`src/design/fcv_pkg.sv`:
```
// ----------------------------------------------------------------------------
// fcv_pkg
// Types, constants and the FNV-1a step shared by the container verifier.
// ----------------------------------------------------------------------------
`default_nettype none

package fcv_pkg;

    localparam int unsigned POS_W      = 27;
    localparam int unsigned HDR_BYTES  = 28;
    localparam int unsigned QDEPTH     = 4;
    localparam int unsigned QAW        = $clog2(QDEPTH);
    localparam int unsigned OBUF_DEPTH = 2;
    localparam int unsigned OB_AW      = $clog2(OBUF_DEPTH);
    localparam int unsigned CFG_IDX_W  = 2;

    localparam logic [POS_W-1:0] POS_MAX   = '1;
    localparam logic [63:0]      FNV_BASIS = 64'hCBF2_9CE4_8422_2325;

    // register map
    localparam logic [CFG_IDX_W-1:0] CFG_MAGIC   = 2'd0;
    localparam logic [CFG_IDX_W-1:0] CFG_VERSION = 2'd1;
    localparam logic [CFG_IDX_W-1:0] CFG_MAXSIZE = 2'd2;

    typedef enum logic [2:0] {
        ST_OK        = 3'd0,
        ST_BAD_SIZE  = 3'd1,
        ST_BAD_MAGIC = 3'd2,
        ST_BAD_VER   = 3'd3,
        ST_BAD_LEN   = 3'd4,
        ST_BAD_SUM   = 3'd5
    } t_status;

    typedef enum logic [2:0] {
        K_MAGIC   = 3'd0,
        K_VERSION = 3'd1,
        K_LENGTH  = 3'd2,
        K_HASH    = 3'd3,
        K_PAYLOAD = 3'd4
    } t_kind;

    // classified byte, front to back
    typedef struct packed {
        logic [7:0]       data;
        t_kind            kind;
        logic [2:0]       idx;        // byte lane within the header field
        logic             last;
        logic [POS_W-1:0] total;      // byte count including this one
        logic             bad_size;
        logic             magic_bad;
    } t_fe_entry;

    typedef struct packed {
        t_status          status;
        logic [63:0]      hash;
        logic [POS_W-1:0] payload;
    } t_result;

    // one FNV-1a 64 round; prime = 2^40 + 2^8 + 0xB3
    function automatic logic [63:0] fnv_step(input logic [63:0] h, input logic [7:0] b);
        logic [63:0] x;
        x = h ^ {56'd0, b};
        return (x << 40) + (x << 8) + (x << 7) + (x << 5) + (x << 4) + (x << 1) + x;
    endfunction

endpackage

`default_nettype wire

```
`src/design/framed_container_verifier_top.sv`:
```
// ----------------------------------------------------------------------------
// framed_container_verifier_top
// Framed container checker: header fields plus FNV-1a 64 payload checksum.
// ----------------------------------------------------------------------------
// Usage:
//  - Input channel: one container byte per transaction (push / full). Mark
//    the final byte with i_last_byte. The first 28 bytes are the header.
//  - Result channel: one verdict per container (empty / pop): status,
//    computed hash and payload byte count. The result stays put until popped.
//  - Config channel: i_cfg_valid / o_cfg_ready, ready is always high.
//    Index 0 magic word, 1 expected version, 2 size limit; others ignored.
//    Write only while no container is in flight.
//  - Throughput: one byte per cycle unless full is high. The front updates
//    position, size limit and magic check at accept; the back's FNV round
//    (shift-add multiply by the prime) retires one byte per unstalled cycle.
//  - Verdict path: the final byte is written to the byte queue, then its
//    verdict to the result buffer, which drives the result ports.
//  - Stall: if results are not popped, the two-entry result buffer and the
//    four-entry byte queue fill, then full rises; nothing is dropped.
//  - Reset (i_rst_n low, synchronous): queues empty, parse state cleared,
//    config back to magic 0, version 2, limit 2^26.
// ----------------------------------------------------------------------------
`default_nettype none

module framed_container_verifier_top import fcv_pkg::*; (
    input  wire logic                 i_clk,
    input  wire logic                 i_rst_n,
    // byte input
    input  wire logic                 push,
    output logic                      full,
    input  wire logic [7:0]           i_data_byte,
    input  wire logic                 i_last_byte,
    // verdict output
    output logic                      empty,
    input  wire logic                 pop,
    output logic [2:0]                o_status,
    output logic [63:0]               o_computed_hash,
    output logic [POS_W-1:0]          o_payload_bytes,
    // configuration writes
    input  wire logic                 i_cfg_valid,
    output logic                      o_cfg_ready,
    input  wire logic [CFG_IDX_W-1:0] i_cfg_index,
    input  wire logic [63:0]          i_cfg_data
);

    // configuration registers
    logic [63:0]      r_magic_word;
    logic [31:0]      r_expected_version;
    logic [POS_W-1:0] r_max_total_bytes;

    logic      in_accept;
    logic      q_empty;
    logic      q_pop;
    t_fe_entry fe_entry;
    t_fe_entry q_entry;
    t_result   result;

    assign o_cfg_ready = 1'b1;
    assign in_accept   = push && !full;

    always_ff @(posedge i_clk) begin
        if (!i_rst_n) begin
            r_magic_word       <= '0;
            r_expected_version <= 32'd2;
            r_max_total_bytes  <= POS_W'(1 << 26);
        end else if (i_cfg_valid && o_cfg_ready) begin
            unique case (i_cfg_index)
                CFG_MAGIC:   r_magic_word       <= i_cfg_data;
                CFG_VERSION: r_expected_version <= i_cfg_data[31:0];
                CFG_MAXSIZE: r_max_total_bytes  <= i_cfg_data[POS_W-1:0];
                default: begin
                end
            endcase
        end
    end

    // front: position, size limit, magic, classification
    fcv_front u_front (
        .i_clk             (i_clk),
        .i_rst_n           (i_rst_n),
        .i_accept          (in_accept),
        .i_data_byte       (i_data_byte),
        .i_last_byte       (i_last_byte),
        .i_magic_word      (r_magic_word),
        .i_max_total_bytes (r_max_total_bytes),
        .o_entry           (fe_entry)
    );

    // decouples the front from back-pressure at the result side
    fcv_queue u_queue (
        .i_clk   (i_clk),
        .i_rst_n (i_rst_n),
        .i_push  (in_accept),
        .i_entry (fe_entry),
        .o_full  (full),
        .i_pop   (q_pop),
        .o_empty (q_empty),
        .o_entry (q_entry)
    );

    // back: header capture, hash, verdict, result buffer
    fcv_back u_back (
        .i_clk              (i_clk),
        .i_rst_n            (i_rst_n),
        .i_q_empty          (q_empty),
        .i_entry            (q_entry),
        .o_q_pop            (q_pop),
        .i_expected_version (r_expected_version),
        .o_empty            (empty),
        .i_pop              (pop),
        .o_result           (result)
    );

    assign o_status        = result.status;
    assign o_computed_hash = result.hash;
    assign o_payload_bytes = result.payload;

endmodule

`default_nettype wire

```
`src/design/fcv_front.sv`:
```
// ----------------------------------------------------------------------------
// fcv_front
// Accepts bytes, tracks position, size limit and magic, classifies each byte.
// ----------------------------------------------------------------------------
`default_nettype none

module fcv_front import fcv_pkg::*; (
    input  wire logic              i_clk,
    input  wire logic              i_rst_n,
    input  wire logic              i_accept,
    input  wire logic [7:0]        i_data_byte,
    input  wire logic              i_last_byte,
    input  wire logic [63:0]       i_magic_word,
    input  wire logic [POS_W-1:0]  i_max_total_bytes,
    output t_fe_entry              o_entry
);

    logic [POS_W-1:0] r_pos;
    logic             r_oversize;
    logic             r_magic_bad;

    logic [POS_W-1:0] n_pos;
    logic             n_oversize;
    logic             n_magic_bad;
    t_kind            kind;
    logic [2:0]       lane;

    always_comb begin
        lane = r_pos[2:0];
        if (r_pos < POS_W'(8)) begin
            kind = K_MAGIC;
        end else if (r_pos < POS_W'(12)) begin
            kind = K_VERSION;
        end else if (r_pos < POS_W'(20)) begin
            kind = K_LENGTH;
        end else if (r_pos < POS_W'(HDR_BYTES)) begin
            kind = K_HASH;
        end else begin
            kind = K_PAYLOAD;
        end

        n_oversize  = r_oversize || (r_pos >= i_max_total_bytes) || (r_pos == POS_MAX);
        n_magic_bad = r_magic_bad ||
                      ((kind == K_MAGIC) && (i_data_byte != i_magic_word[8*lane +: 8]));
        n_pos       = (r_pos == POS_MAX) ? POS_MAX : r_pos + POS_W'(1);

        o_entry.data      = i_data_byte;
        o_entry.kind      = kind;
        // length and checksum start at lane 4 of their 8-byte window
        o_entry.idx       = (kind == K_LENGTH || kind == K_HASH) ? lane - 3'd4 : lane;
        o_entry.last      = i_last_byte;
        o_entry.total     = n_pos;
        o_entry.bad_size  = n_oversize || (n_pos < POS_W'(HDR_BYTES));
        o_entry.magic_bad = n_magic_bad;
    end

    always_ff @(posedge i_clk) begin
        if (!i_rst_n) begin
            r_pos       <= '0;
            r_oversize  <= 1'b0;
            r_magic_bad <= 1'b0;
        end else if (i_accept) begin
            if (i_last_byte) begin
                r_pos       <= '0;
                r_oversize  <= 1'b0;
                r_magic_bad <= 1'b0;
            end else begin
                r_pos       <= n_pos;
                r_oversize  <= n_oversize;
                r_magic_bad <= n_magic_bad;
            end
        end
    end

endmodule

`default_nettype wire

```
`src/design/fcv_queue.sv`:
```
// ----------------------------------------------------------------------------
// fcv_queue
// Small flop queue between front and back.
// ----------------------------------------------------------------------------
`default_nettype none

module fcv_queue import fcv_pkg::*; (
    input  wire logic       i_clk,
    input  wire logic       i_rst_n,
    input  wire logic       i_push,
    input  wire t_fe_entry  i_entry,
    output logic            o_full,
    input  wire logic       i_pop,
    output logic            o_empty,
    output t_fe_entry       o_entry
);

    t_fe_entry        r_mem [QDEPTH];
    logic [QAW-1:0]   r_wr_ptr;
    logic [QAW-1:0]   r_rd_ptr;
    logic [QAW:0]     r_count;

    logic do_push;
    logic do_pop;

    assign o_full  = (r_count == (QAW+1)'(QDEPTH));
    assign o_empty = (r_count == '0);
    assign o_entry = r_mem[r_rd_ptr];
    assign do_push = i_push && !o_full;
    assign do_pop  = i_pop && !o_empty;

    always_ff @(posedge i_clk) begin
        if (do_push) begin
            r_mem[r_wr_ptr] <= i_entry;
        end
    end

    always_ff @(posedge i_clk) begin
        if (!i_rst_n) begin
            r_wr_ptr <= '0;
            r_rd_ptr <= '0;
            r_count  <= '0;
        end else begin
            if (do_push) begin
                r_wr_ptr <= r_wr_ptr + QAW'(1);
            end
            if (do_pop) begin
                r_rd_ptr <= r_rd_ptr + QAW'(1);
            end
            if (do_push && !do_pop) begin
                r_count <= r_count + (QAW+1)'(1);
            end else if (do_pop && !do_push) begin
                r_count <= r_count - (QAW+1)'(1);
            end
        end
    end

endmodule

`default_nettype wire

```
`src/design/fcv_back.sv`:
```
// ----------------------------------------------------------------------------
// fcv_back
// Captures header fields, runs the FNV-1a hash, forms the verdict and
// buffers results.
// ----------------------------------------------------------------------------
`default_nettype none

module fcv_back import fcv_pkg::*; (
    input  wire logic         i_clk,
    input  wire logic         i_rst_n,
    input  wire logic         i_q_empty,
    input  wire t_fe_entry    i_entry,
    output logic              o_q_pop,
    input  wire logic [31:0]  i_expected_version,
    output logic              o_empty,
    input  wire logic         i_pop,
    output t_result           o_result
);

    logic [31:0] r_version;
    logic [63:0] r_decl_len;
    logic [63:0] r_decl_hash;
    logic [63:0] r_hash;

    logic [31:0] n_version;
    logic [63:0] n_decl_len;
    logic [63:0] n_decl_hash;
    logic [63:0] n_hash;

    t_result           r_ob [OBUF_DEPTH];
    logic [OB_AW-1:0]  r_ob_wr;
    logic [OB_AW-1:0]  r_ob_rd;
    logic [OB_AW:0]    r_ob_cnt;

    logic              fire;
    logic              ob_push;
    logic              ob_pop;
    logic [POS_W-1:0]  payload;
    t_result           res;

    assign fire    = !i_q_empty && (r_ob_cnt != (OB_AW+1)'(OBUF_DEPTH));
    assign o_q_pop = fire;
    assign ob_push = fire && i_entry.last;
    assign ob_pop  = i_pop && !o_empty;
    assign o_empty = (r_ob_cnt == '0);
    assign o_result = r_ob[r_ob_rd];

    always_comb begin
        n_version   = r_version;
        n_decl_len  = r_decl_len;
        n_decl_hash = r_decl_hash;
        n_hash      = r_hash;
        unique case (i_entry.kind)
            K_MAGIC: begin
            end
            K_VERSION: begin
                n_version[8*i_entry.idx[1:0] +: 8] =
                    r_version[8*i_entry.idx[1:0] +: 8] | i_entry.data;
            end
            K_LENGTH: begin
                n_decl_len[8*i_entry.idx +: 8] = r_decl_len[8*i_entry.idx +: 8] | i_entry.data;
            end
            K_HASH: begin
                n_decl_hash[8*i_entry.idx +: 8] =
                    r_decl_hash[8*i_entry.idx +: 8] | i_entry.data;
            end
            K_PAYLOAD: begin
                n_hash = fnv_step(r_hash, i_entry.data);
            end
            default: begin
            end
        endcase

        payload = (i_entry.total >= POS_W'(HDR_BYTES)) ?
                  i_entry.total - POS_W'(HDR_BYTES) : '0;

        res.hash    = n_hash;
        res.payload = payload;
        priority if (i_entry.bad_size) begin
            res.status = ST_BAD_SIZE;
        end else if (i_entry.magic_bad) begin
            res.status = ST_BAD_MAGIC;
        end else if (n_version != i_expected_version) begin
            res.status = ST_BAD_VER;
        end else if (n_decl_len != {{(64-POS_W){1'b0}}, payload}) begin
            res.status = ST_BAD_LEN;
        end else if (n_hash != n_decl_hash) begin
            res.status = ST_BAD_SUM;
        end else begin
            res.status = ST_OK;
        end
    end

    always_ff @(posedge i_clk) begin
        if (!i_rst_n) begin
            r_version   <= '0;
            r_decl_len  <= '0;
            r_decl_hash <= '0;
            r_hash      <= FNV_BASIS;
        end else if (fire) begin
            if (i_entry.last) begin
                r_version   <= '0;
                r_decl_len  <= '0;
                r_decl_hash <= '0;
                r_hash      <= FNV_BASIS;
            end else begin
                r_version   <= n_version;
                r_decl_len  <= n_decl_len;
                r_decl_hash <= n_decl_hash;
                r_hash      <= n_hash;
            end
        end
    end

    always_ff @(posedge i_clk) begin
        if (ob_push) begin
            r_ob[r_ob_wr] <= res;
        end
    end

    always_ff @(posedge i_clk) begin
        if (!i_rst_n) begin
            r_ob_wr  <= '0;
            r_ob_rd  <= '0;
            r_ob_cnt <= '0;
        end else begin
            if (ob_push) begin
                r_ob_wr <= r_ob_wr + OB_AW'(1);
            end
            if (ob_pop) begin
                r_ob_rd <= r_ob_rd + OB_AW'(1);
            end
            if (ob_push && !ob_pop) begin
                r_ob_cnt <= r_ob_cnt + (OB_AW+1)'(1);
            end else if (ob_pop && !ob_push) begin
                r_ob_cnt <= r_ob_cnt - (OB_AW+1)'(1);
            end
        end
    end

endmodule

`default_nettype wire

```
`config.mk`:
```
export PLATFORM = sky130hd
export DESIGN_NAME = framed_container_verifier_top
export DESIGN_NICKNAME = d
export VERILOG_FILES = /design/src/design/fcv_pkg.sv /design/src/design/framed_container_verifier_top.sv /design/src/design/fcv_front.sv /design/src/design/fcv_queue.sv /design/src/design/fcv_back.sv
export SDC_FILE = /design/constraint.sdc
export NUM_CORES = 2
export LEC_CHECK = 0
export BUFFER_PORTS_ARGS = -buffer_cell sky130_fd_sc_hd__clkbuf_2
export CORE_AREA = 2 2 281 283
export DETAILED_ROUTE_END_ITERATION = 7
export DIE_AREA = 0 0 283 285
export PLACE_DENSITY = 0.88
export SYNTH_ARGS = -nofsm -noshare
export SYNTH_HDL_FRONTEND = slang
export SYNTH_SLANG_ARGS = --single-unit
```
`constraint.sdc`:
```
create_clock -name i_clk -period 15.04 [get_ports i_clk]
set_clock_uncertainty 0.2 [all_clocks]
set_input_delay 0.752 -clock i_clk [delete_from_list [all_inputs] [get_ports i_clk]]
set_output_delay 0.752 -clock i_clk [all_outputs]
set_load 0.005 [all_outputs]
```
# Word-level counts from Yosys, hierarchy flattened
# Memories as Yosys holds them, arrays and structs flattened. A register that Yosys moved wholly into a read port is not among the register bits.
# Cells that the tools add are included.
dict set report word_totals {
  reg_bits 387
  ram_bits 364
  input_bits 80
  out_inout_bits 97
  wordCells 142
  n_memories 2
}
# name words width rd rd_clocked_by_memory_dff write_ports line_no
set mem_list {}
lappend mem_list {u_back.r_ob 2 94 1 1 1 fcv_back.sv:30} ;# t_result r_ob [OBUF_DEPTH];
lappend mem_list {u_queue.r_mem 4 44 1 1 1 fcv_queue.sv:18} ;# t_fe_entry r_mem [QDEPTH];
dict set report op_classes {
  add_sub_neg 19
  order_cmp 7
  n_eq_ne 15
  shift 9
  n_mux 38
  bitwise_logic 4
  reduce_logical 32
}
# operator n
set ops {}
lappend ops {{$add A64 B64 Y64} 6}
lappend ops {{$mux W64} 6}
lappend ops {{$shiftx A64 B7 Y8} 3}
lappend ops {{$bwmux W64} 2}
lappend ops {{$shiftx A8 B34 Y64} 2}
lappend ops {{$lt A27 B5 Y1 const B} 3}
lappend ops {{$mux W27} 3}
lappend ops {{$mux W32} 2}
lappend ops {{$ne A64 B27 Y1} 1}
lappend ops {{$ne A64 B64 Y1} 1}
lappend ops {{$shift A8 B34 Y64 const A} 1}
lappend ops {{$xor A64 B8 Y64} 1}
lappend ops {{$lt A27 B4 Y1 const B} 2}
lappend ops {{$mux W3} 12}
lappend ops {{$neg A5 Y34} 1}
lappend ops {{$neg A6 Y34} 1}
lappend ops {{$shift A8 B34 Y32 const A} 1}
lappend ops {{$shiftx A8 B34 Y32} 1}
lappend ops {{$bwmux W32} 1}
lappend ops {{$ne A32 B32 Y1} 1}
lappend ops {{$shiftx A32 B6 Y8} 1}
lappend ops {{$add A27 B1 Y27 const B} 1}
lappend ops {{$eq A27 B27 Y1 const B} 1}
lappend ops {{$ge A27 B27 Y1} 1}
lappend ops {{25 further kinds} 69}

# Longest topological paths before layout
dict set report depth {
  depth_word 14
  mapped_depth 30
  depth_no_buf 25
}

# Hierarchy
# From an unflattened synthesis, not the netlist that was laid out.
dict set report hier_totals {
  hier_cells 4690
  area_unflattened_um2 48098.6
}
# mod n_inst cells_each area_each_um2 seq_area_each_um2
set by_module_without_submodules {}
lappend by_module_without_submodules {fcv_back 1 3507 32937.8 10229.8}
lappend by_module_without_submodules {fcv_queue 1 278 6890.4 5465.2}
lappend by_module_without_submodules {framed_container_verifier_top 1 474 4773.3 2462.4}
lappend by_module_without_submodules {fcv_front 1 431 3497.1 580.6}

# Worst setup path before layout
# No wires, ideal clock.
dict set report synth_timing {
  path_kind {flip-flop to flip-flop}
  startpoint {register with a tool-made name}
  endpoint {memory u_back.r_ob[0][91] (netlist name), data pin}
  setup_ns 0.263
  arrival_ns 8.016
  t_required_ns 14.577
  setup_slack_ns 6.560
  path_stages_with_launch 30
  n_path_buf 6
  synth_period_minus_slack_ns 8.480
  cell_sequence {dfxtp_1 > buf_6 > buf_6 > buf_6 > buf_6 > buf_4 > mux4_2 > xnor2_1 > inv_1 > fa_1 > inv_1 > fa_1 > fa_1 > fa_1 > inv_1 > ha_1 > clkbuf_1 > a21oi_1 > o21ai_0 > or4_1 > a211o_1 > o31ai_1 > o21ai_0 > xnor2_1 > o21a_1 > xnor2_1 > nand4_1 > nor4_1 > and4_1 > o31ai_1}
}
# element line_no
set synth_lines {}
lappend synth_lines {{end, declared} fcv_back.sv:30}

==> summary.txt <==
Worst setup path
  – Worst Path Arrival: just under 10000 ps
  – Crit-path cells: buf_4 -> mux4_2 -> xnor2_1 -> inv_1 -> fa_1 -> inv_1 -> fa_1 -> fa_1 -> fa_1 -> inv_1 -> ha_1 -> a21oi_1 -> o21ai_0 -> or4_1 -> a211o_1 -> o31ai_1 -> o21ai_0 -> nor3_1 -> a21oi_1 -> a21oi_1 -> nand4_1 -> nor4_1 -> and4_1 -> a211oi_1
  – Worst path required time: 15200 ps
  – R2R depth: 24
  – Reg2reg setup slack: ~5400 ps
  – Worst r2r dst: u_back.r_ob[0][93]
  – Critical Path Max Stage Delay: a little under 800 ps
  – Startpoint Class: flip-flop
  – Kind of critical path: reg -> reg
  – CP Buf/Inv Count: 4
  – CP top delay family: adder cells
  – Crit. End Element: flip-flop
  – Crit-path slowest cell: o31ai_1
  – Most frequent CP cell: fa_1
  – Crit path max fanout: 47

Floorplanning
  – Die H: about 290 µm
  – Die area: around 80000 µm²
  – DIE WIDTH: 283 µm
  – IO Pins: ~180
  – Initial core utilization: 0.593
  – Row count: 103
  – Core Area: between 70000 and 80000 µm²

Clocking
  – Clock Sinks: about 750
  – CTS tree: done
  – Clk_lat worst skew: approximately 660 ps
  – Post-CTS Setup Bufs: 0
  – Post-CTS Hold Fix Bufs: 0
  – Clk slew on worst S/H paths: about 60 ps
  – Post-CTS sizing: 0
  – Clock Path Buffers: 3
  – Clk Tree Root Cell: clkbuf_16
  – H-tree levels: 3
  – CTS Buf Count: 77

STA
  – Finish-stage setup viols: 0
  – Worst slew pin tran: roughly 1300 ps
  – Setup TNS: 0 ps
  – Final Hold Fails: 0
  – Slew headroom: 0.101
  – RSZ-0062 raised after global routing: false
  – Pins Over Slew Limit: 0
  – Period minus WS final: between 9000 and 10000 ps
  – Fin crit share: 0.640
  – Fmax: slightly above 100 MHz

Place
  – Routability cong.: about 1.0
  – Buffers on Ports: 175
  – Dpl hpwl: slightly below 100000 µm

Layout
  – Commonest non-fill, non-tap cell in the layout: nand2_1
  – Area Overhead vs Synth: 9.07%
  – Share of cells above drive strength 1: 0.131
  – # nets final: between 4000 and 5000
  – Most frequent cells in the layout: nand2_1, dfxtp_1, edfxtp_1

Logic synthesis
  – Syn Nets: 4925
  – Post-Syn Instances: around 4500
  – Synth Warn #: 0
  – Compound-cell area share of the yosys netlist: 0.137
  – XOR/XNOR share of the synthesized area: 0.0477
  – Number of distinct library cells after synthesis: 99
  – Main synth FF type: dfxtp_1
  – Register area share after synthesis: 0.405
  – Largest family of logic cells by synthesized area: simple AND/OR/NAND/NOR gates
  – Synth Area in Adders: 0.144
  – Simple-gate share of the synthesized area: 0.146
  – Post-synthesis register bit count: 754
  – Post-synthesis area per instance: around 10 µm²
  – Ys async rst share: 0
  – Post-synth EDFFs: 364
  – Synth Cell Area: approximately 46000 µm²
  – Mux cell area share after synthesis: 0.0778

Flow run
  – MaxCap Viol Count: 0

Global route
  – Grt total ovfl: 0
  – Initial antenna violation count: 0
  – Global Route Usage Sum: 0.346
  – Vias in the first global route: between 30000 and 40000
  – Global-route wire length before repair: 217000 µm
  – Largest net degree at the start of global routing: about 150

Worst hold path
  – Hold Path Class: in -> reg
  – Hold Startpoint: i_cfg_data[34]
  – Hold Crit Depth: 3
  – Worst hold endpoint: r_magic_word[34]

Detailed routing
  – Antenna Nets Post-Route: 0
  – # DRC: 16
  – Drt wl/cell: ~25 µm
  – WL final: about 140000 µm
  – Vias per Instance: 6.62
  – DRT iter0 DRCs: 5217
  – Via count: between 30000 and 40000
  – DRT Pass-1 Iters: 8

Run status
  – Failing checks: design-rule violations
  – Status: finished, violations left
-- cells in the mapped netlist (111+ instances only) --
| cell type | instances | area [µm²] |
|---|---|---|
| xnor2_1 | 172 | 1510 |
| nor2_1 | 164 | 616 |
| nor2b_1 | 199 | 1240 |
| ha_1 | 147 | 1840 |
| a22oi_1 | 207 | 1550 |
| o21ai_0 | 147 | 736 |
| clkbuf_1 | 218 | 818 |
| nand2_1 | 580 | 2180 |
| inv_1 | 207 | 777 |
| a21boi_0 | 131 | 983 |
| dfxtp_1 | 390 | 7810 |
| fa_1 | 241 | 4820 |
| mux2_2 | 111 | 1250 |
| a21oi_1 | 188 | 941 |
| edfxtp_1 | 364 | 10900 |
-- layer usage --
metal | wire [µm] | track usage
met1 | 52100 | 0.455
met2 | 63800 | 0.537
met3 | 17000 | 0.0817
met4 | 7930 | 0.178
met5 | 0 | 0
-- logic make-up after synthesis --
| group | after synthesis |
|---|---|
| other | 1 |
| adders and majority gates | 389 |
| muxes | 254 |
| xor gates and xnor gates | 252 |
| buffers and inverters | 483 |
| and+or+nand+nor | 1381 |
| AOI/OAI and AO/OA | 943 |
| DFF | 754 |
-- sequential cells by signal, summed over array words and instances, names as in the netlist, named ones only --
name and count:
u_back.r_ob 188, u_queue.r_mem 176, r_magic_word 64, u_back.r_decl_hash 64, u_back.r_decl_len 64, u_back.r_hash 64, r_expected_version 32, u_back.r_version 32
r_max_total_bytes 27, u_front.r_pos 27, u_queue.r_count 3, u_back.r_ob_cnt 2, u_queue.r_rd_ptr 2, u_queue.r_wr_ptr 2, u_back.r_ob_rd 1, u_back.r_ob_wr 1
u_front.r_magic_bad 1, u_front.r_oversize 1
-- worst reg2reg max path, cell delays in order (launching register included) --
cell and delay [ps]:
dfxtp_2 320, buf_4 550, mux4_2 580, xnor2_1 770, inv_1 360, fa_1 570
inv_1 60, fa_1 510, fa_1 520, fa_1 520, inv_1 50, ha_1 430
a21oi_1 240, o21ai_0 190, or4_1 580, a211o_1 280, o31ai_1 770, o21ai_0 370
nor3_1 250, a21oi_1 60, a21oi_1 200, nand4_1 160, nor4_1 370, and4_1 310
a211oi_1 120
-- final cells by class --
class	instances	area (µm²)
Timing Repair Buffer	226	1270
Tap cell	1050	1310
Sequential cell	754	18700
Multi-Input combinational cell	3220	25600
Antenna cell	1	2.50
Fill cell	5867	27500
Inverter	211	793
Clock inverter	43	601
Clock buffer	100	2090
-- worst max path at each step --
stage | depth (start not counted) | endpoint | slack, ps | from
6_report | 24 | u_back.r_ob[0][93] | 5410 | flip-flop
5_1_grt | 24 | u_back.r_ob[1][91] | 4980 | flip-flop
4_1_cts | 24 | u_back.r_ob[0][93] | 5590 | flip-flop
3_5_place_dp | 24 | u_back.r_ob[0][93] | 5630 | flip-flop
3_3_place_gp | 24 | u_back.r_ob[0][93] | 5680 | flip-flop
2_1_floorplan | 29 | u_back.r_ob[0][91] | 6560 | flip-flop
-- stage by stage --
step	utilization	setup WS [ps]	hold slack, ps	cells	cell area, µm²
after detailed placement	0.613	5630	260	5460	47800
final	0.647	5410	139	5605	50500
after global routing	0.647	4980	152	5604	50500
after floorplan	-	6560	240	4457	46300
after CTS	0.647	5590	121	5603	50500
after global placement	0.613	5680	250	5460	47800
Power is not shown: default switching activity piles up to over one toggle a cycle in this logic, so the estimate is an artifact.
